--- config.mk ---
export PLATFORM = sky130hd
export DESIGN_NAME = swsse_mul
export DESIGN_NICKNAME = d
export VERILOG_FILES = /design/src/hdl/swsse_pkg.sv /design/src/hdl/swsse_mul.sv
export SDC_FILE = /design/constraint.sdc
export NUM_CORES = 1
export LEC_CHECK = 0
export ABC_AREA = 0
export BUFFER_PORTS_ARGS = -buffer_cell sky130_fd_sc_hd__buf_2
export CELL_PAD_IN_SITES_DETAIL_PLACEMENT = 2
export CELL_PAD_IN_SITES_GLOBAL_PLACEMENT = 2
export CORE_AREA = 3 3 235 237
export DETAILED_ROUTE_END_ITERATION = 8
export DIE_AREA = 0 0 238 240
export PLACE_DENSITY_LB_ADDON = 0.2
export SYNTH_ARGS = -nofsm -noshare
export SYNTH_HDL_FRONTEND = slang
export SYNTH_SLANG_ARGS = --single-unit
export TNS_END_PERCENT = 1
--- constraint.sdc ---
create_clock -name clk_i -period 9.8 [get_ports clk_i]
set_clock_uncertainty 0.05 [all_clocks]
set_input_delay 1.47 -clock clk_i [delete_from_list [all_inputs] [get_ports clk_i]]
set_output_delay 1.47 -clock clk_i [all_outputs]
set_load 0.01 [all_outputs]
--- src/hdl/swsse_pkg.sv ---
// Package for the sliding window slope estimator.
// Holds the fixed widths and constants shared by all modules but swsse_mem; depends on nothing.
package swsse_pkg;

  localparam int unsigned MUL_W = 64;
  localparam int unsigned PROD_W = 2 * MUL_W;
  localparam int unsigned QUO_W = 33;
  localparam int unsigned X_W = 20;
  localparam int unsigned TIME_W = 32;
  localparam int unsigned CFG_W = 7;
  localparam int unsigned SLOPE_W = 32;

  localparam logic [X_W-1:0] X_CLAMP = {X_W{1'b1}};
  localparam logic [MUL_W-1:0] SLOPE_SCALE = 64'd15360000;
  localparam logic [CFG_W-1:0] MIN_SAMPLES_RST = 7'd60;

  localparam logic [SLOPE_W-1:0] SLOPE_POS_MAX = 32'h7fff_ffff;
  localparam logic [SLOPE_W-1:0] SLOPE_NEG_MAX = 32'h8000_0000;

endpackage

--- src/hdl/swsse_mul.sv ---
// Shift-and-add serial multiplier, one multiplier bit per cycle.
// Depends on swsse_pkg for the operand widths.
module swsse_mul (
  input  logic                         clk_i,
  input  logic                         rst_ni,
  input  logic                         start_i,
  input  logic [swsse_pkg::MUL_W-1:0]  a_i,
  input  logic [swsse_pkg::MUL_W-1:0]  b_i,
  output logic [swsse_pkg::PROD_W-1:0] prod_o,
  output logic                         done_o
);
  import swsse_pkg::*;

  logic              busy_q;
  logic              done_q;
  logic [PROD_W-1:0] acc_q;
  logic [PROD_W-1:0] a_q;
  logic [MUL_W-1:0]  b_q;

  always_ff @(posedge clk_i or negedge rst_ni) begin
    if (!rst_ni) begin
      busy_q <= 1'b0;
      done_q <= 1'b0;
    end else begin
      done_q <= 1'b0;
      if (start_i) begin
        busy_q <= 1'b1;
      end else if (busy_q && (b_q[MUL_W-1:1] == '0)) begin
        busy_q <= 1'b0;
        done_q <= 1'b1;
      end
    end
  end

  always_ff @(posedge clk_i) begin
    if (start_i) begin
      acc_q <= '0;
      a_q   <= PROD_W'(a_i);
      b_q   <= b_i;
    end else if (busy_q) begin
      if (b_q[0]) begin
        acc_q <= acc_q + a_q;
      end
      a_q <= {a_q[PROD_W-2:0], 1'b0};
      b_q <= {1'b0, b_q[MUL_W-1:1]};
    end
  end

  assign prod_o = acc_q;
  assign done_o = done_q;

endmodule

==> summary.md, run 1 <==
| Metric | Value |
|---|---|
| Run status | finished, final reports clean |
| Worst hold slack | roughly 0.43 ns |
| Routed WL per cell | 24.82 um |
| Netlist cell types | between 80 and 90 |
| Met1 wire length | 35.90 mm |
| Max Clk Rate | between 0.2 and 0.25 GHz |
| Vias in the first global route | between 20,000 and 25,000 |
| Root Driver | clkbuf_16 |
| Nature of the critical path startpoint | flip-flop |
| Post-synth EDFFs | ~130 |
| Final Non-Filler Cells | between 3,000 and 4,000 |
| Unrepaired setup endpoints after global routing | false |
| Kind of end point of the critical path | flip-flop |
| Clk_lat worst skew | roughly 0.58 ns |
| Slew @ Worst Pin | about 1.2 ns |
| Nets | between 2,000 and 3,000 |
| Setup WS post-layout | a little over 5 ns |
| Peak supply drop | approximately 140 uV |
| Maxcap violations | 0 |
| Util after Layout | between 40% and 50% |
| Post-CTS setup buffers | 0 |
| Pwr Density | approximately 190 nW/um^2 |
| Top_reg_cell synth | dfxtp_1 |
| Avg Inst Size Synth | between 8 and 9 sq um |
| WS Path Type | flip-flop to flip-flop |
| Met2 wire len | between 30 and 40 mm |
| Yosys reg bits | about 320 |
| Ys async rst share | less than 1% |
| Yosys top cell by area | dfxtp_1 |
| Hold buffer count at cts | 0 |
| Highest routed layer | met5 |
| Initial antenna violation count | 5 |
| DP Worst Slack | between 5 and 6 ns |
| Gr usage total | around 27% |
| Drt first pass iters | 5 |
| CTS max path bufs | 3 |
| Crit path required time | around 10 ns |
| Synth top area cells | dfxtp_1 (19%), edfxtp_1 (19%), ha_1 (7.7%) |
| Row count | 85 |
| Syn nets | ~2,600 |
| Via count | 18,990 |
| Final ANT Viol Nets | 0 |
| Post-layout min period | between 4 and 5 ns |
| Largest net degree at the start of global routing | between 100 and 150 |
| Share of layout cells above drive strength 1 | about a fifth |
| Worst hold path class | flip-flop to flip-flop |
| Final hold violation count | 0 |
| DR vias/cell | 5.850 |
| Post-DP HPWL | approximately 60 mm |
| Rel. slew slack | 20.31% |
| Routed wl met3 | about 3.7 mm |
| Total I/O pin count | 260 |
| Gate Count Post-Synth | about 2,300 |
| DRT iter0 DRCs | around 1,100 |
| Clk sink count | roughly 320 |
| Count of yosys warnings during synthesis | 0 |
| GPL Wtd Cong | 0.8914 |
| Placed cells | between 3,000 and 4,000 |
| CTS resizes | 0 |
| Core box area | ~53,000 sq um |
| Die outline width | roughly 240 um |
| Final setup violation count | 0 |
| Max-slew violation count | 0 |
| Full die area | 57,120 sq um |
| H-tree lvl count | 2 |
| Die height | about 240 um |
| Lkg Pwr | between 10 and 15 nW |
| Critical Path AT | about 5 ns |
| Clock-pin slew on the worst setup and hold paths | around 0.060 ns |
| Effective utilization at floorplan | 38.65% |
| DR DRC count | 0 |
| Tcrit/Tclk final | between 40% and 50% |
| Synth Cell Area | ~21,000 sq um |
| Count of input and output buffers | roughly 260 |
| Setup tns final | 0 ns |
| Synth top area share | around 19% |
| First-pass GRT wire length | roughly 120 mm |
| Num CTS Buffers | 40 |
| Register area share after synthesis | between 30% and 40% |
| Area growth syn-to-layout | 14.09% |
| CTS tree | done |
| Post-Route WL | about 81 mm |
| Global route overflow | 0 |
| Crit Path Max Fanout | 6 |
[metal layers]
layer,up-vias,GRT usage [%]
met3,116,4.244
met5,-,0
met1,9586,35.98
met2,411,47.51
li1,8874,-
met4,2,7.275
[cell type report]
type / instances / area, sq um
clock inverter: 14 / 106.4
inverter: 45 / 171.4
sequential: 322 / 7741
tap: 696 / 870.8
fill: 5928 / 29910
timing repair buffer: 269 / 1394
clock buffer: 59 / 1164
antenna: 4 / 10.01
multi-input combinational: 1837 / 12130
[kinds of logic after synthesis]
family | after synthesis | share of synthesized area (%)
simple gates | 745 | 16.48
flops | 322 | 37.42
mux | 192 | 10.06
buf+inv | 187 | 3.982
fa+ha+maj | 128 | 7.782
xor+xnor | 110 | 4.660
compound gates | 662 | 19.61
[cells in the final DEF (no fill, tap or decap), types with 8 or more instances in the layout]
cell type / netlist / routed
nor3_1: 29 / 29
nand2_1: 311 / 311
o31ai_1: 13 / 13
a21o_1: 67 / 67
a21boi_0: 8 / 8
clkinv_2: 0 / 8
edfxtp_1: 128 / 128
a21oi_1: 264 / 264
mux2i_1: 65 / 65
mux2_2: 127 / 127
inv_1: 45 / 44
xor2_1: 42 / 42
a31oi_1: 15 / 15
or3_1: 11 / 11
nand3_1: 22 / 22
nor4_1: 26 / 26
xnor2_1: 68 / 68
and3_1: 8 / 8
buf_4: 3 / 9
clkbuf_1: 104 / 11
o21a_1: 18 / 18
clkbuf_16: 0 / 41
nand4_1: 75 / 75
o21ai_0: 148 / 148
buf_2: 23 / 258
dfxtp_1: 192 / 192
or2_2: 10 / 10
o211ai_1: 12 / 12
nor2_1: 195 / 194
ha_1: 127 / 127
o21bai_1: 44 / 44
[through the flow]
step	area (sq um)	power, mW
after floorplan	20680	2.553
after global placement	22310	2.986
after detailed placement	22310	3.045
after CTS	23580	4.536
after global routing	23590	4.746
final	23590	4.518
[worst max-delay path, cell delays in order (launching register included)]
cell and delay (ns):
edfxtp_1 0.41, ha_1 0.39, a211oi_1 0.35, nor2_1 0.12, o31ai_1 0.64, a2111oi_2 0.19
nor3_2 0.61, o31ai_1 0.27, a31oi_1 0.55, o21bai_1 0.21, a31oi_1 0.37, xor2_1 0.22
o21ai_0 0.09
[where the power goes]
group | internal [mW] | switching, mW
combinational | 0.507 | 0.896
sequential | 1.53 | 0.119
clock | 0.830 | 0.634
[sequential cells by signal (all words and copies together) (netlist names)]
signal and flops:
a_q 128, done_o 1, prod_o 128, b_q 64, busy_q 1
[worst paths after layout]
kind,startpoint,to,slack (ns),cells after the start
min in group asynchronous,rst_ni,busy_q,0.63,1
setup reg to reg,a_q[7],prod_o[68],5.18,12
hold / removal,prod_o[24],prod_o[24],0.43,2
hold reg to reg,prod_o[24],prod_o[24],0.43,2
max in group asynchronous,rst_ni,busy_q,8.96,1
setup / recovery,a_q[7],prod_o[68],5.18,12
[synthesized netlist by cell type (45+ instances only)]
master,n
nor2_1,195
a21oi_1,264
edfxtp_1,128
mux2_2,127
nand2_1,311
inv_1,45
ha_1,127
mux2i_1,65
o21ai_0,148
clkbuf_1,104
a21o_1,67
nand4_1,75
xnor2_1,68
dfxtp_1,192
No activity file was read; power rests on OpenSTA's default activity.
==> run 2: changes to the inputs <==
- CORE_AREA: 3 3 235 237 -> 3 3 244 246
- DIE_AREA: 0 0 238 240 -> 0 0 247 249
- clock period: 9.8 -> 4.8 ns (I/O delays scaled with it)
==> run 2 against run 1 <==
Maximum frequency grew 11%. Wire length grew 0.93%. Sequential cell count is the same. Die area grew 7.7%. Combinational power grew 100%. Clock power grew 100%. Cell area grew 0.51%. Power grew 100%. Worst setup slack lost 4.5 ns. Via count shrank 0.95%. Count of clock-buffer cells in the layout shrank 3.
==> summary.md, run 2 (synthesis results as in run 1) <==
| Metric | Value |
|---|---|
| Gr usage total | 25.92% (-1.6 points) |
| DR DRC count | 0 (unchanged) |
| Total I/O pin count | 260 (unchanged) |
| Initial antenna violation count | 5 (unchanged) |
| Clk network pwr share | 32.2% (-0.2 points) |
| Final hold violation count | 0 (unchanged) |
| Max-slew violation count | 0 (unchanged) |
| Via count | 18,810 (-0.95%) |
| Vias in the first global route | 20,510 (-0.25%) |
| Worst path max stage delay | 0.58 ns (-0.06 ns) |
| First-pass GRT wire length | 124.9 mm (+1.1%) |
| Root Driver | clkbuf_16 |
| Routed WL per cell | 24.49 um (-1.3%) |
| Count of input and output buffers | 259 (unchanged) |
| Hold_sp | a_i[0] |
| Slew @ Worst Pin | 0.8443 ns (-0.3510 ns) |
| CTS resizes | 0 (unchanged) |
| Pwr Total | 9.180 mW (+100%) |
| Max Clk Rate | 0.2407 GHz (+11%) |
| Final setup violation count | 0 (unchanged) |
| Area growth syn-to-layout | 14.67% |
| CP cell instances | ha_1 -> nand4_1 -> nor2_1 -> nand3_1 -> nor4_1 -> o21ai_0 -> a311oi_1 -> nor3_1 -> o21ai_1 -> a41oi_1 -> xor2_1 -> o21ai_0 |
| Row count | 88 (+3.5%) |
| Run status | finished, final reports clean |
| Share of layout cells above drive strength 1 | 19.87% (+0.20 points) |
| Worst R2R Start | a_q[56] |
| Post-DP HPWL | 62.81 mm (+2.4%) |
| Reg power frac | 36.8% (+0.3 points) |
| Rel. slew slack | 43.71% (+23 points) |
| Psw | 3.328 mW (+100%) |
| Commonest non-fill, non-tap cell in the layout | nand2_1 |
| Drt first pass iters | 5 (unchanged) |
| Lkg Pwr | 10.17 nW (+0.17%) |
| Crit path required time | 5.24 ns (-4.95 ns) |
| GPL Wtd Cong | 0.8993 (+0.89%) |
| Fill count | 6,389 (+7.8%) |
| CTS max path bufs | 3 (unchanged) |
| H-tree lvl count | 2 (unchanged) |
| Post-CTS setup buffers | 0 (unchanged) |
| Post-layout min period | 4.154 ns (-0.4650 ns) |
| Nets | 2,779 (+0.18%) |
| Kind of end point of the critical path | flip-flop |
| Largest net degree at the start of global routing | 94 (-8.7%) |
| Clock-pin slew on the worst setup and hold paths | 0.06 ns (about the same) |
| Crit Path Max Fanout | 9 (+3) |
| Crit. Startpoint | a_q[56] |
| Net Sw Frac | 36.26% (-0.25 points) |
| Final ANT Viol Nets | 0 (unchanged) |
| DR vias/cell | 5.665 (-3.2%) |
| Unrepaired setup endpoints after global routing | false |
| Worst Hold Depth | 2 (unchanged) |
| Commonest cells after routing, fill and taps aside | nand2_1 (311), a21oi_1 (264), buf_2 (258) |
| Effective utilization at floorplan | 35.91% (-2.7 points) |
| Nature of the critical path startpoint | flip-flop |
| Clk sink count | 322 (unchanged) |
| CTS tree | done |
| Full die area | 61,500 sq um (+7.7%) |
| Global route overflow | 0 (unchanged) |
| Maxcap violations | 0 (unchanged) |
| DRT iter0 DRCs | 974 (-11%) |
| Tcrit/Tclk final | 86.54% (+39 points) |
| Die height | 249 um (+3.8%) |
| Num CTS Buffers | 39 (-2.5%) |
| Peak supply drop | 273.5 uV (+95%) |
| Critical Path Slowest Stage Cell | a311oi_1 |
| Setup tns final | 0 ns (unchanged) |
| Clk_lat worst skew | 0.57 ns (about the same) |
| Critical Path AT | 4.59 ns (-0.42 ns) |
| WS Path Type | flip-flop to flip-flop |
| Pwr Density | 387.2 nW/um^2 (+100%) |
| Crit-path most repeated cell | o21ai_0 |
| Internal Power | 5.851 mW (+100%) |
| Post-Route WL | 81.30 mm (+0.93%) |
| Core box area | 57,590 sq um (+7.6%) |
| Combinational power share | 31.0% (about the same) |
| Worst hold path class | primary input to flip-flop |
| Cell count of the worst reg-to-reg path | 12 (unchanged) |
| Die outline width | 247 um (+3.8%) |
-- run 2: power groups by stage --
stage | logic (mW) | clock network (mW) | registers [mW]
5_1_grt | 3.13 | 3.13 | 3.41
3_3_place_gp | 2.74 | 0 | 3.41
4_1_cts | 2.84 | 3.05 | 3.38
2_1_floorplan | 1.82 | 0 | 3.39
3_5_place_dp | 2.81 | 0 | 3.43
6_report | 2.85 | 2.95 | 3.38
-- run 2: metal layers --
metal	GRT usage, %	up-vias	part of all wire [%]
li1	-	8890	-
met1	34.64	9453	46
met2	44.10	370	48
met3	3.541	96	3.8
met4	6.273	0	2.2
met5	0	-	0
-- run 2: timing repair --
| action | 4_1_cts | 5_1_grt |
|---|---|---|
| hold endpoints to repair | 2 | 0 |
| setup endpoints to repair | 0 | 0 |
| hold buffers | 1 | 0 |
-- run 2: metrics by stage --
stage	std cells	setup slack, ns	cell area [sq um]	util [%]	hold WS, ns
floorplan	2346	0.3536	20680	-	0.3744
global placement	3243	0.6969	22430	38.96	0.4092
detailed placement	3243	0.6514	22430	38.96	0.4220
CTS	3316	0.6307	23700	41.16	0.3528
global route	3320	0.3566	23710	41.17	0.3832
finish	3320	0.6462	23710	41.17	0.3863
-- run 2: layout make-up --
cell class | instances | area, sq um | share of cell area [%]
antenna | 4 | 10.01 | 0.04222
inverter | 45 | 171.4 | 0.7230
tap | 765 | 957.2 | 4.037
clock buffer | 56 | 1110 | 4.681
multi-input combinational | 1837 | 12130 | 51.17
timing repair buffer | 275 | 1441 | 6.079
sequential | 322 | 7741 | 32.65
clock inverter | 16 | 147.6 | 0.6227
-- run 2: path summary, 6_finish.rpt --
check | slack [ns] | endpoint
max in group asynchronous | 4.15 | busy_q
worst min-delay path | 0.39 | a_q[0]
worst max-delay path | 0.65 | prod_o[125]
worst min register to register | 0.43 | prod_o[20]
min in group asynchronous | 0.44 | done_o
worst max register to register | 0.65 | prod_o[125]
-- run 2: worst max-delay path: cells and delay by family, from the launching register on --
family / cells / cell delay, ns
xor+xnor: 1 / 0.17
simple gates: 5 / 1.27
flops: 1 / 0.43
fa+ha+maj: 1 / 0.53
compound gates: 5 / 1.60
