**config.mk**
```make
export PLATFORM = sky130hd
export DESIGN_NAME = swsse_div
export DESIGN_NICKNAME = d
export VERILOG_FILES = /design/src/hdl/swsse_pkg.sv /design/src/hdl/swsse_div.sv
export SDC_FILE = /design/constraint.sdc
export NUM_CORES = 1
export LEC_CHECK = 0
export BUFFER_PORTS_ARGS = -buffer_cell sky130_fd_sc_hd__buf_2
export CAP_MARGIN = 20
export CORE_MARGIN = 1.5
export CORE_UTILIZATION = 45
export DETAILED_ROUTE_END_ITERATION = 8
export PLACE_DENSITY = 0.68
export SYNTH_ARGS = -nofsm -noshare
export SYNTH_HDL_FRONTEND = slang
export SYNTH_SLANG_ARGS = --single-unit
```
**constraint.sdc**
```tcl
create_clock -name clk_i -period 5.5 [get_ports clk_i]
set_input_delay 0.275 -clock clk_i [delete_from_list [all_inputs] [get_ports clk_i]]
set_output_delay 0.275 -clock clk_i [all_outputs]
set_load 0.02 [all_outputs]
```
**src/hdl/swsse_pkg.sv**
```systemverilog
// Package for the sliding window slope estimator.
// Holds the fixed widths and constants shared by all modules but swsse_mem; depends on nothing.
package swsse_pkg;

  localparam int unsigned MUL_W = 64;
  localparam int unsigned PROD_W = 2 * MUL_W;
  localparam int unsigned QUO_W = 33;
  localparam int unsigned X_W = 20;
  localparam int unsigned TIME_W = 32;
  localparam int unsigned CFG_W = 7;
  localparam int unsigned SLOPE_W = 32;

  localparam logic [X_W-1:0] X_CLAMP = {X_W{1'b1}};
  localparam logic [MUL_W-1:0] SLOPE_SCALE = 64'd15360000;
  localparam logic [CFG_W-1:0] MIN_SAMPLES_RST = 7'd60;

  localparam logic [SLOPE_W-1:0] SLOPE_POS_MAX = 32'h7fff_ffff;
  localparam logic [SLOPE_W-1:0] SLOPE_NEG_MAX = 32'h8000_0000;

endpackage

```
**src/hdl/swsse_div.sv**
```systemverilog
// Restoring serial divider of a 128-bit dividend by a 64-bit divisor.
// One quotient bit per cycle; depends on swsse_pkg for the widths.
module swsse_div (
  input  logic                         clk_i,
  input  logic                         rst_ni,
  input  logic                         start_i,
  input  logic [swsse_pkg::PROD_W-1:0] dvd_i,
  input  logic [swsse_pkg::MUL_W-1:0]  dvs_i,
  output logic [swsse_pkg::QUO_W-1:0]  quo_o,
  output logic                         big_o,
  output logic                         done_o
);
  import swsse_pkg::*;

  localparam int unsigned CNT_W = $clog2(PROD_W);

  logic              busy_q;
  logic              done_q;
  logic [CNT_W-1:0]  cnt_q;
  logic [PROD_W-1:0] dvd_q;
  logic [MUL_W-1:0]  dvs_q;
  logic [MUL_W-1:0]  rem_q;
  logic [QUO_W-1:0]  quo_q;
  logic              big_q;
  logic [MUL_W-1:0]  rem_sh;
  logic [MUL_W-1:0]  rem_d;
  logic              qbit;

  always_comb begin
    rem_sh = {rem_q[MUL_W-2:0], dvd_q[PROD_W-1]};
    qbit   = rem_q[MUL_W-1] || (rem_sh >= dvs_q);
    rem_d  = qbit ? (rem_sh - dvs_q) : rem_sh;
  end

  always_ff @(posedge clk_i or negedge rst_ni) begin
    if (!rst_ni) begin
      busy_q <= 1'b0;
      done_q <= 1'b0;
      cnt_q  <= '0;
    end else begin
      done_q <= 1'b0;
      if (start_i) begin
        busy_q <= 1'b1;
        cnt_q  <= CNT_W'(PROD_W - 1);
      end else if (busy_q) begin
        cnt_q <= cnt_q - 1'b1;
        if (cnt_q == '0) begin
          busy_q <= 1'b0;
          done_q <= 1'b1;
        end
      end
    end
  end

  always_ff @(posedge clk_i) begin
    if (start_i) begin
      dvd_q <= dvd_i;
      dvs_q <= dvs_i;
      rem_q <= '0;
      quo_q <= '0;
      big_q <= 1'b0;
    end else if (busy_q) begin
      dvd_q <= {dvd_q[PROD_W-2:0], 1'b0};
      rem_q <= rem_d;
      if (quo_q[QUO_W-1]) begin
        big_q <= 1'b1;
      end else begin
        quo_q <= {quo_q[QUO_W-2:0], qbit};
      end
    end
  end

  assign quo_o  = quo_q;
  assign big_o  = big_q | quo_q[QUO_W-1];
  assign done_o = done_q;

endmodule

```
==> flow_summary.json, run 1 <==
{
  "status": "completed",
  "wirelength_um": 36500,
  "syn_nets": 1759,
  "layout_common_cells": "buf_2, nand2_1, edfxtp_1",
  "whs_path_depth": 2,
  "num_io_pins": 230,
  "grt_start_max_net_pins": 101,
  "path_clk_slew_ns": 0.06,
  "required_ns": 5.87,
  "cp_slowest_cell": "or4b_1",
  "ant_nets": 0,
  "root_buffer": "clkbuf_16",
  "worst_ir_drop_vdd_mv": 0.307,
  "layout-drive-gt1-share_pct": 25.2,
  "holdCritPathClass": "input pin to flip-flop",
  "h-tree-depth": 2,
  "endpoint_kind": "flip-flop",
  "path_cells": "inv_1 -> ha_1 -> fa_1 -> nor2b_1 -> o31a_1 -> o211a_1 -> o21ai_1 -> a21o_2 -> o21ai_4 -> a21oi_4 -> buf_12 -> or4b_1 -> mux2i_1 -> a2111oi_2",
  "initial_utilization_pct": 45.7,
  "syn_avg_cell_area_um2": 10.5,
  "worstHoldStart": "dvd_i[89]",
  "clockBufferDepth": 3,
  "slew_violations": 0,
  "drt-initial-drc-count": 750,
  "p_per_area_nw_per_um2": 442,
  "ys_seq_elements": 299,
  "synth_area_um2": 15700,
  "clock_latency_ns": 0.53,
  "reg2reg_from": "dvd_q[127]",
  "fin_ws_ns": 1.89,
  "synth-edff-count": 192,
  "rsz0062_at_grt": "no",
  "crit_path_start_kind": "flip-flop",
  "rrSetupSlack_ns": 1.89,
  "die_x_um": 190,
  "dieArea_um2": 36100,
  "core_area_um2": 34500,
  "drv_cap": 0,
  "path_buf_inv": 2,
  "cp.depth": 14,
  "grt_usage_pct": 19.9,
  "vias": 12000,
  "fmax_mhz": 277,
  "fp-row-count": 68,
  "dr.pass1.iters": 7,
  "gr-total-overflow": 0,
  "nNetsFinal": 2010,
  "wire_per_inst_um": 16.3,
  "cts_tree": "yes",
  "hold-path-endpoint": "dvd_q[89]",
  "antenna_found_initial": 13,
  "synth_cells": 1497,
  "synth-warning-count": 0,
  "power_leakage_nw": 7.99,
  "preCtsSetupSlack_ns": 1.59,
  "via_per_inst": 5.35,
  "seq_area_frac_synth_pct": 50.5,
  "postCtsSetupRepairBufs": 0,
  "tightest_slew_ns": 1.12,
  "syn_to_final_growth_pct": 20.9,
  "fin_crit_sh_pct": 65.7,
  "reg2reg_to": "rem_q[59]",
  "reg2reg_depth": 14,
  "place_hpwl_um": 25200,
  "grt_pass1_wl_um": 58200,
  "layout_commonest_cell": "buf_2",
  "relSlewSlack_pct": 25.4,
  "cpLargestDelayFamily": "compound AO/OA/AOI/OAI gates",
  "portBuffers": 229,
  "slowest_delay_ns": 0.50,
  "crit_type": "flip-flop to flip-flop",
  "clock-skew-final_ns": 0.0193,
  "crit_fanout": 36,
  "drcViolationCount": 0,
  "clock_sinks": 299,
  "die_h_um": 190,
  "cts_buffers": 36,
  "crit_arrival_ns": 3.98,
  "gp_congestion": 0.931,
  "whs_ns": 0.0392,
  "synth-main-ff-cell": "edfxtp_1",
  "setup_violations": 0,
  "synth.distinct_cells": 76,
  "synthArstFlopShare_pct": 3.01,
  "fin_crit_ns": 3.61,
  "final_hold_viol_count": 0,
  "fin_util_pct": 55.2,
  "first_global_vias": 11700,
  "fin_tns_setup_ns": 0
}
logic make-up after synthesis:
| kind of cell | Yosys count | synth area share (%) |
|---|---|---|
| flops | 299 | 50.5 |
| simple gates | 419 | 11.8 |
| fa+ha+maj | 67 | 5.37 |
| compound gates | 346 | 14.8 |
| xor+xnor | 58 | 3.23 |
| mux | 138 | 9.80 |
| buf+inv | 170 | 4.49 |
layout make-up:
type | count | area (um2)
diodes | 7 | 17.5
inverters | 77 | 292
flip-flops and latches | 299 | 7960
repair buffers | 306 | 1960
well taps | 455 | 569
multi-input cells | 1028 | 7090
clock inverters | 13 | 130
clock buffers | 51 | 1010
fillers | 3040 | 15400
routing by layer:
layer,global-route usage [%],wire (um)
met4,7.02,1010
met1,24.9,15900
met2,32.0,16800
met3,6.53,2780
met5,0,47
report_power, final:
group	total (W)	internal (W)	switching [W]
clock	0.00231	0.00138	0.000928
sequential	0.00299	0.00277	0.000227
combinational	0.00310	0.00130	0.00180
synthesized netlist by cell type (3+ instances only):
cell type  instances  area [um2]
a21oi_1          112         561
mux2i_1            9        90.1
nor2b_1           12        75.1
nor2_1           106         398
a31oi_1            9        56.3
nand2_1          204         766
xor2_1            23         201
buf_4              4        30.0
xnor2_1           35         307
buf_2             24         120
nand3_1           14        70.1
dfrtp_1            9         225
a32oi_1            6        52.6
inv_1             77         289
and3_1             7        43.8
a311oi_1          40         350
o21ai_0           42         210
o21a_1            11        82.6
o31ai_1            3        22.5
or3_1              7        43.8
a21o_1            41         308
nor3_1            13        65.1
buf_6              3        33.8
o21ai_1           18        90.1
a211oi_1          15         113
nand4_1           22         138
o21bai_1           9        67.6
ha_1              66         826
dfxtp_1           98        1960
nand2b_1          17         106
o21ai_2            3        26.3
clkbuf_1          61         229
edfxtp_1         192        5770
o211ai_1           5        37.5
mux2_2           128        1440
worst register-to-register path: stages (launching register included):
cell       delay [ns]
edfxtp_1         0.34
inv_1            0.05
ha_1             0.22
fa_1             0.38
nor2b_1          0.23
o31a_1           0.26
o211a_1          0.24
o21ai_1          0.09
a21o_2           0.26
o21ai_4          0.24
a21oi_4          0.14
buf_12           0.22
or4b_1           0.51
mux2i_1          0.23
a2111oi_2        0.06
metrics by stage:
stage | total power, W | area [um2] | instances
2_1_floorplan | 0.00540 | 15700 | 1497
3_3_place_gp | 0.00597 | 17100 | 2096
3_5_place_dp | 0.00602 | 17200 | 2097
4_1_cts | 0.00841 | 18900 | 2226
5_1_grt | 0.00892 | 19000 | 2236
6_report | 0.00840 | 19000 | 2236
registers in the layout, indices dropped and copies added (netlist names):
| register | count |
|---|---|
| quo_o | 33 |
| big_q | 1 |
| dvd_q | 128 |
| busy_q | 1 |
| done_o | 1 |
| rem_q | 64 |
| dvs_q | 64 |
| cnt_q | 7 |
worst max path at each step:
stage | startpoint | endpoint | slack [ns]
after floorplan | busy_q | dvd_q[0] | 1.72
after global placement | dvd_q[127] | rem_q[28] | 1.69
after detailed placement | dvd_q[127] | rem_q[31] | 1.59
after CTS | dvd_q[127] | rem_q[31] | 1.56
after global routing | dvd_q[127] | rem_q[59] | 1.65
final | dvd_q[127] | rem_q[59] | 1.89
what timing repair did:
action	CTS	global route
hold buffers	65	0
resized for setup	0	0
hold endpoints to repair	73	0
Power figures use the tool's default switching activity.
==> run 2, diff against run 1 <==
Settings changed: ABC_AREA from default to 1, PLACE_DENSITY 0.68 to 0.67.
Clock period 5.5 ns to 3.7 ns, I/O delays scaled along.
==> flow_summary.json, run 2 <==
{
  "crit_type": "flip-flop to flip-flop",
  "via_per_inst": 4.88,
  "internal_power_w": 0.00623,
  "rsz0062_at_grt": "no",
  "fin_crit_sh_pct": 84.3,
  "cts_buffers": 35,
  "num_io_pins": 230,
  "fin_crit_ns": 3.12,
  "required_ns": 4.15,
  "synth_area_um2": 18500,
  "top_register": "dvd_q",
  "initial_utilization_pct": 45.5,
  "die_x_um": 206,
  "fin_ws_ns": 0.581,
  "power_leakage_nw": 12.4,
  "clock_latency_ns": 0.56,
  "p_per_area_nw_per_um2": 362,
  "vias": 17800,
  "final_area_um2": 23200,
  "seq_area_frac_synth_pct": 42.9,
  "final.fill_count": 3799,
  "h-tree-depth": 2,
  "clock-skew-final_ns": 0.0189,
  "postCtsSetupRepairBufs": 0,
  "status": "completed",
  "wl_met1_um": 25300,
  "power_frac_seq_pct": 46.4,
  "stdcell_count": 3635,
  "tightest_slew_ns": 1.09,
  "ys_seq_elements": 299,
  "highest_layer": "met4",
  "nNetsFinal": 3337,
  "synthTopCellsByCount": "nand2_1, inv_1, edfxtp_1",
  "crit_path_start_kind": "flip-flop",
  "gp_congestion": 1.01,
  "crit_start": "dvd_q[127]",
  "root_buffer": "clkbuf_16",
  "layout_commonest_cell": "nand2_1",
  "fin_tns_setup_ns": 0,
  "layout_common_cells": "nand2_1, inv_1, buf_2",
  "cts_resized": 0,
  "layout-drive-gt1-share_pct": 12.6,
  "synth.distinct_cells": 40,
  "clockBufferDepth": 3,
  "antenna_found_initial": 2,
  "path_cells": "inv_1 -> ha_1 -> fa_1 -> inv_2 -> nand2_1 -> nand2_1 -> nand3b_1 -> nand2_2 -> nand2_2 -> nand2_4 -> nand2_2 -> nand3_2 -> nand2_4 -> nand2_2 -> buf_12 -> nand3_1 -> nand2_1 -> nand2_1",
  "wire_per_inst_um": 15.6,
  "fp-row-count": 74,
  "power_w": 0.00838,
  "rrSetupSlack_ns": 0.58,
  "crit_fanout": 33,
  "holdCritPathClass": "input pin to asynchronous set/reset pin",
  "slowest_delay_ns": 0.43,
  "dr.pass1.iters": 5,
  "relSlewSlack_pct": 27.0,
  "fmax_mhz": 321,
  "syn_nets": 2932,
  "clock_sinks": 299,
  "gr-total-overflow": 0,
  "placed_area_um2": 20100,
  "setup_violations": 0,
  "cp_slowest_cell": "fa_1",
  "yosys.area.top_type_share_pct": 31.1,
  "wl_met3_um": 3710,
  "yosysMostFrequentCell": "nand2_1",
  "drcViolationCount": 0,
  "portBuffers": 229,
  "cpLargestDelayFamily": "simple AND/OR/NAND/NOR gates",
  "grt_pass1_wl_um": 89100,
  "place_hpwl_um": 40000,
  "synth-edff-count": 192,
  "reg_top3": "dvd_q (128), dvs_q (64), rem_q (64)",
  "drt-initial-drc-count": 1249,
  "p_clk_share_pct": 40.9,
  "crit_arrival_ns": 3.57,
  "wl_met2_um": 26100,
  "drv_cap": 0,
  "slew_violations": 0,
  "sw_frac_of_total_pct": 25.7,
  "die_h_um": 206,
  "grt_start_max_net_pins": 103,
  "reg2reg_from": "dvd_q[127]",
  "synth.area.top_cells": "edfxtp_1, nand2_1, dfxtp_1",
  "endpoint_kind": "flip-flop",
  "synth-main-ff-cell": "edfxtp_1",
  "core_area_um2": 40700,
  "placedCellCount": 3377,
  "grt_usage_pct": 26.8,
  "synthArstFlopShare_pct": 3.01,
  "path_buf_inv": 3,
  "largest_reg_flops": 128,
  "ant_nets": 0,
  "preCtsSetupSlack_ns": 0.614,
  "synth-warning-count": 0,
  "first_global_vias": 17300,
  "reg2reg_to": "rem_q[52]",
  "wirelength_um": 56600,
  "dieArea_um2": 42400,
  "p_sw_w": 0.00215,
  "synth_cells": 2670,
  "synth_area_leader_cell": "edfxtp_1",
  "syn_avg_cell_area_um2": 6.94,
  "comb_power_share_pct": 12.7,
  "reg2reg_depth": 18,
  "cts_tree": "yes",
  "final_hold_viol_count": 0,
  "path_clk_slew_ns": 0.06,
  "worst_ir_drop_vdd_mv": 0.396,
  "syn_to_final_growth_pct": 25.0
}
run 2: worst max-delay path by stage:
stage | slack [ns] | to | cells after the start
global placement | 0.65 | rem_q[52] | 18
CTS | 0.61 | rem_q[52] | 18
finish | 0.58 | rem_q[52] | 18
detailed placement | 0.61 | rem_q[52] | 18
floorplan | 0.83 | dvd_q[0] | 3
global route | 0.40 | rem_q[52] | 18
run 2: routing by layer:
| metal | GRT usage [%] | vias to the layer above |
|---|---|---|
| met2 | 43.7 | 576 |
| met1 | 35.8 | 8145 |
| met4 | 8.62 | 0 |
| met5 | 0 | - |
| met3 | 4.86 | 87 |
| li1 | - | 8945 |
run 2: power groups by stage:
stage	clock network (W)	registers [W]	logic, W
2_1_floorplan	0	0.00397	0.000519
3_3_place_gp	0	0.00394	0.000859
3_5_place_dp	0	0.00395	0.000874
4_1_cts	0.00350	0.00389	0.00104
5_1_grt	0.00365	0.00391	0.00118
6_report	0.00343	0.00389	0.00106
run 2: area by class of cell:
class,instances,area [um2],area share (%)
flip-flops and latches,299,7950,34.3
well taps,532,666,2.87
clock inverters,24,228,0.983
diodes,2,5.00,0.0216
clock buffers,39,901,3.89
inverters,488,1840,7.94
repair buffers,440,3230,13.9
multi-input cells,1811,8350,36.0
run 2: logic make-up after synthesis:
group                      synth area share [%]
AOI/OAI and AO/OA                          3.47
xor gates and xnor gates                   1.46
adders and majority gates                  4.56
buffers and inverters                      12.1
DFF                                        42.9
and+or+nand+nor                            35.5
run 2: per-stage QoR:
| step | hold WS [ns] | utilization, % |
|---|---|---|
| after floorplan | -0.111 | - |
| after global placement | 0.0440 | 49.4 |
| after detailed placement | 0.0550 | 49.4 |
| after CTS | 0.00733 | 56.9 |
| after global routing | 0.0376 | 56.9 |
| final | 0.0364 | 56.9 |
run 2: worst reg2reg max path: stages (launching register included):
cell	delay, ns
edfxtp_1	0.33
inv_1	0.07
ha_1	0.22
fa_1	0.43
inv_2	0.11
nand2_1	0.07
nand2_1	0.07
nand3b_1	0.09
nand2_2	0.15
nand2_2	0.09
nand2_4	0.09
nand2_2	0.06
nand3_2	0.08
nand2_4	0.07
nand2_2	0.41
buf_12	0.29
nand3_1	0.25
nand2_1	0.12
nand2_1	0.05
run 2: repair_timing:
action                     CTS  global route
hold buffers               193             0
hold endpoints to repair   201             0
setup endpoints to repair    0             0
==> run 3, diff against run 2 <==
Settings changed: PLACE_DENSITY 0.67 to 0.7.
Clock period 3.7 ns to 2.7 ns, I/O delays scaled along.
==> flow_summary.json, run 3 (same netlist as run 2, synthesis figures left out) <==
{
  "hold-path-endpoint": "dvs_q[34]",
  "grt_start_max_net_pins": 103,
  "reg2reg_to": "rem_q[19]",
  "antenna_found_initial": 1,
  "power_w": 0.0116,
  "first_global_vias": 17600,
  "die_x_um": 206,
  "power_frac_seq_pct": 46.0,
  "crit_fanout": 24,
  "clock-skew-final_ns": 0.0329,
  "p_per_area_nw_per_um2": 494,
  "root_buffer": "clkbuf_16",
  "ant_nets": 0,
  "holdCritPathClass": "input pin to flip-flop",
  "slew_violations": 0,
  "wirelength_um": 60000,
  "power_leakage_nw": 12.6,
  "reg2reg_from": "dvs_q[0]",
  "relSlewSlack_pct": 24.1,
  "fin_util_pct": 57.7,
  "stdcell_count": 3656,
  "setup_violations": 0,
  "path_clk_slew_ns": 0.06,
  "p_clk_share_pct": 41.1,
  "layout_commonest_cell": "nand2_1",
  "portBuffers": 229,
  "final_area_um2": 23500,
  "nNetsFinal": 3357,
  "placed_area_um2": 20300,
  "whs_path_depth": 2,
  "cpLargestDelayFamily": "simple AND/OR/NAND/NOR gates",
  "dr.pass1.iters": 5,
  "h-tree-depth": 2,
  "crit_type": "flip-flop to flip-flop",
  "initial_utilization_pct": 45.5,
  "internal_power_w": 0.00856,
  "place_hpwl_um": 40700,
  "sw_frac_of_total_pct": 26.2,
  "drt-initial-drc-count": 1411,
  "layout-drive-gt1-share_pct": 13.0,
  "die_h_um": 206,
  "layout_common_cells": "nand2_1, inv_1, buf_2",
  "fin_crit_sh_pct": 93.5,
  "clock_sinks": 299,
  "rrSetupSlack_ns": 0.17,
  "crit_arrival_ns": 2.97,
  "grt_pass1_wl_um": 92300,
  "dieArea_um2": 42400,
  "fp-row-count": 74,
  "vias": 18100,
  "syn_to_final_growth_pct": 26.8,
  "largest_reg_flops": 128,
  "endpoint_kind": "flip-flop",
  "fin_crit_ns": 2.53,
  "rsz0062_at_grt": "yes",
  "fmax_mhz": 396,
  "num_io_pins": 230,
  "worstHoldStart": "dvs_i[34]",
  "gr-total-overflow": 0,
  "path_buf_inv": 2,
  "crit_path_start_kind": "flip-flop",
  "wire_per_inst_um": 16.4,
  "drcViolationCount": 0,
  "path_cells": "ha_1 -> fa_1 -> inv_2 -> nand2_1 -> nand2_1 -> nand3b_1 -> nand2_2 -> nand2_2 -> nand2_4 -> nand2_2 -> nand3_2 -> nand2_4 -> nand2_8 -> clkbuf_16 -> nand2_1 -> nand3_1 -> o21ai_1",
  "core_area_um2": 40700,
  "clockBufferDepth": 3,
  "worst_ir_drop_vdd_mv": 0.557,
  "cts_tree": "yes",
  "clock_latency_ns": 0.58,
  "required_ns": 3.14,
  "drv_cap": 0,
  "cts_buffers": 36,
  "reg2reg_depth": 17,
  "regArea_um2": 7950,
  "top_register": "dvd_q",
  "final.fill_count": 3713,
  "via_per_inst": 4.94,
  "cp_slowest_cell": "fa_1",
  "final_hold_viol_count": 0,
  "reg_top3": "dvd_q (128), dvs_q (64), rem_q (64)",
  "gp_congestion": 0.983,
  "grt_usage_pct": 27.9,
  "comb_power_share_pct": 12.9,
  "multi_input_area_um2": 8370,
  "slowest_delay_ns": 0.42,
  "p_sw_w": 0.00305,
  "tightest_slew_ns": 1.14,
  "placedCellCount": 3390,
  "status": "completed"
}
[run 3: per-stage QoR]
step / setup TNS [ns] / setup WS, ns / hold WS [ns]
after floorplan: 0 / 0.440 / -0.161
after global placement: 0 / 0.187 / -0.00320
after detailed placement: 0 / 0.149 / 0.00119
after CTS: 0 / 0.120 / 0.236
after global routing: -0.0139 / -0.00636 / 0.262
final: 0 / 0.174 / 0.265
[run 3: metal layers]
layer  part of all wire, %  track usage [%]  up-vias
met2                    46             46.1      708
met4                   3.5             10.5        0
met1                    43             36.4     8230
met3                   7.7             5.12      133
met5                     0                0        -
li1                      -                -     8996
[run 3: worst max-delay path by stage]
stage               slack (ns)   endpoint        from  cells past startpoint
global route            -0.006  rem_q[33]   dvs_q[51]                     15
floorplan                 0.44  rem_q[17]  dvd_q[127]                     19
global placement          0.19  rem_q[16]   dvs_q[14]                     15
detailed placement        0.15   rem_q[9]    dvs_q[0]                     17
finish                    0.17  rem_q[19]    dvs_q[0]                     17
CTS                       0.12   rem_q[9]    dvs_q[0]                     17
[run 3: area by class of cell]
| type | instances | share of cell area, % |
|---|---|---|
| Antenna cell | 1 | 0.0106 |
| Clock buffer | 55 | 4.48 |
| Clock inverter | 11 | 0.490 |
| Inverter | 488 | 7.82 |
| Multi-Input combinational cell | 1811 | 35.6 |
| Sequential cell | 299 | 33.8 |
| Tap cell | 532 | 2.83 |
| Timing Repair Buffer | 459 | 15.0 |
[run 3: power groups by stage]
| stage | Combinational (W) | Sequential [W] | Clock (W) |
|---|---|---|---|
| finish | 0.00150 | 0.00534 | 0.00477 |
| global route | 0.00166 | 0.00537 | 0.00504 |
| CTS | 0.00144 | 0.00533 | 0.00488 |
| detailed placement | 0.00122 | 0.00542 | 0 |
| global placement | 0.00120 | 0.00541 | 0 |
| floorplan | 0.000711 | 0.00544 | 0 |
[run 3: repair_timing]
item                                   CTS  global route
resized for setup                        0             3
endpoints found under the hold margin  215             0
hold buffers                           196             0
buffers inserted                         0             0
setup endpoints to repair                0            29
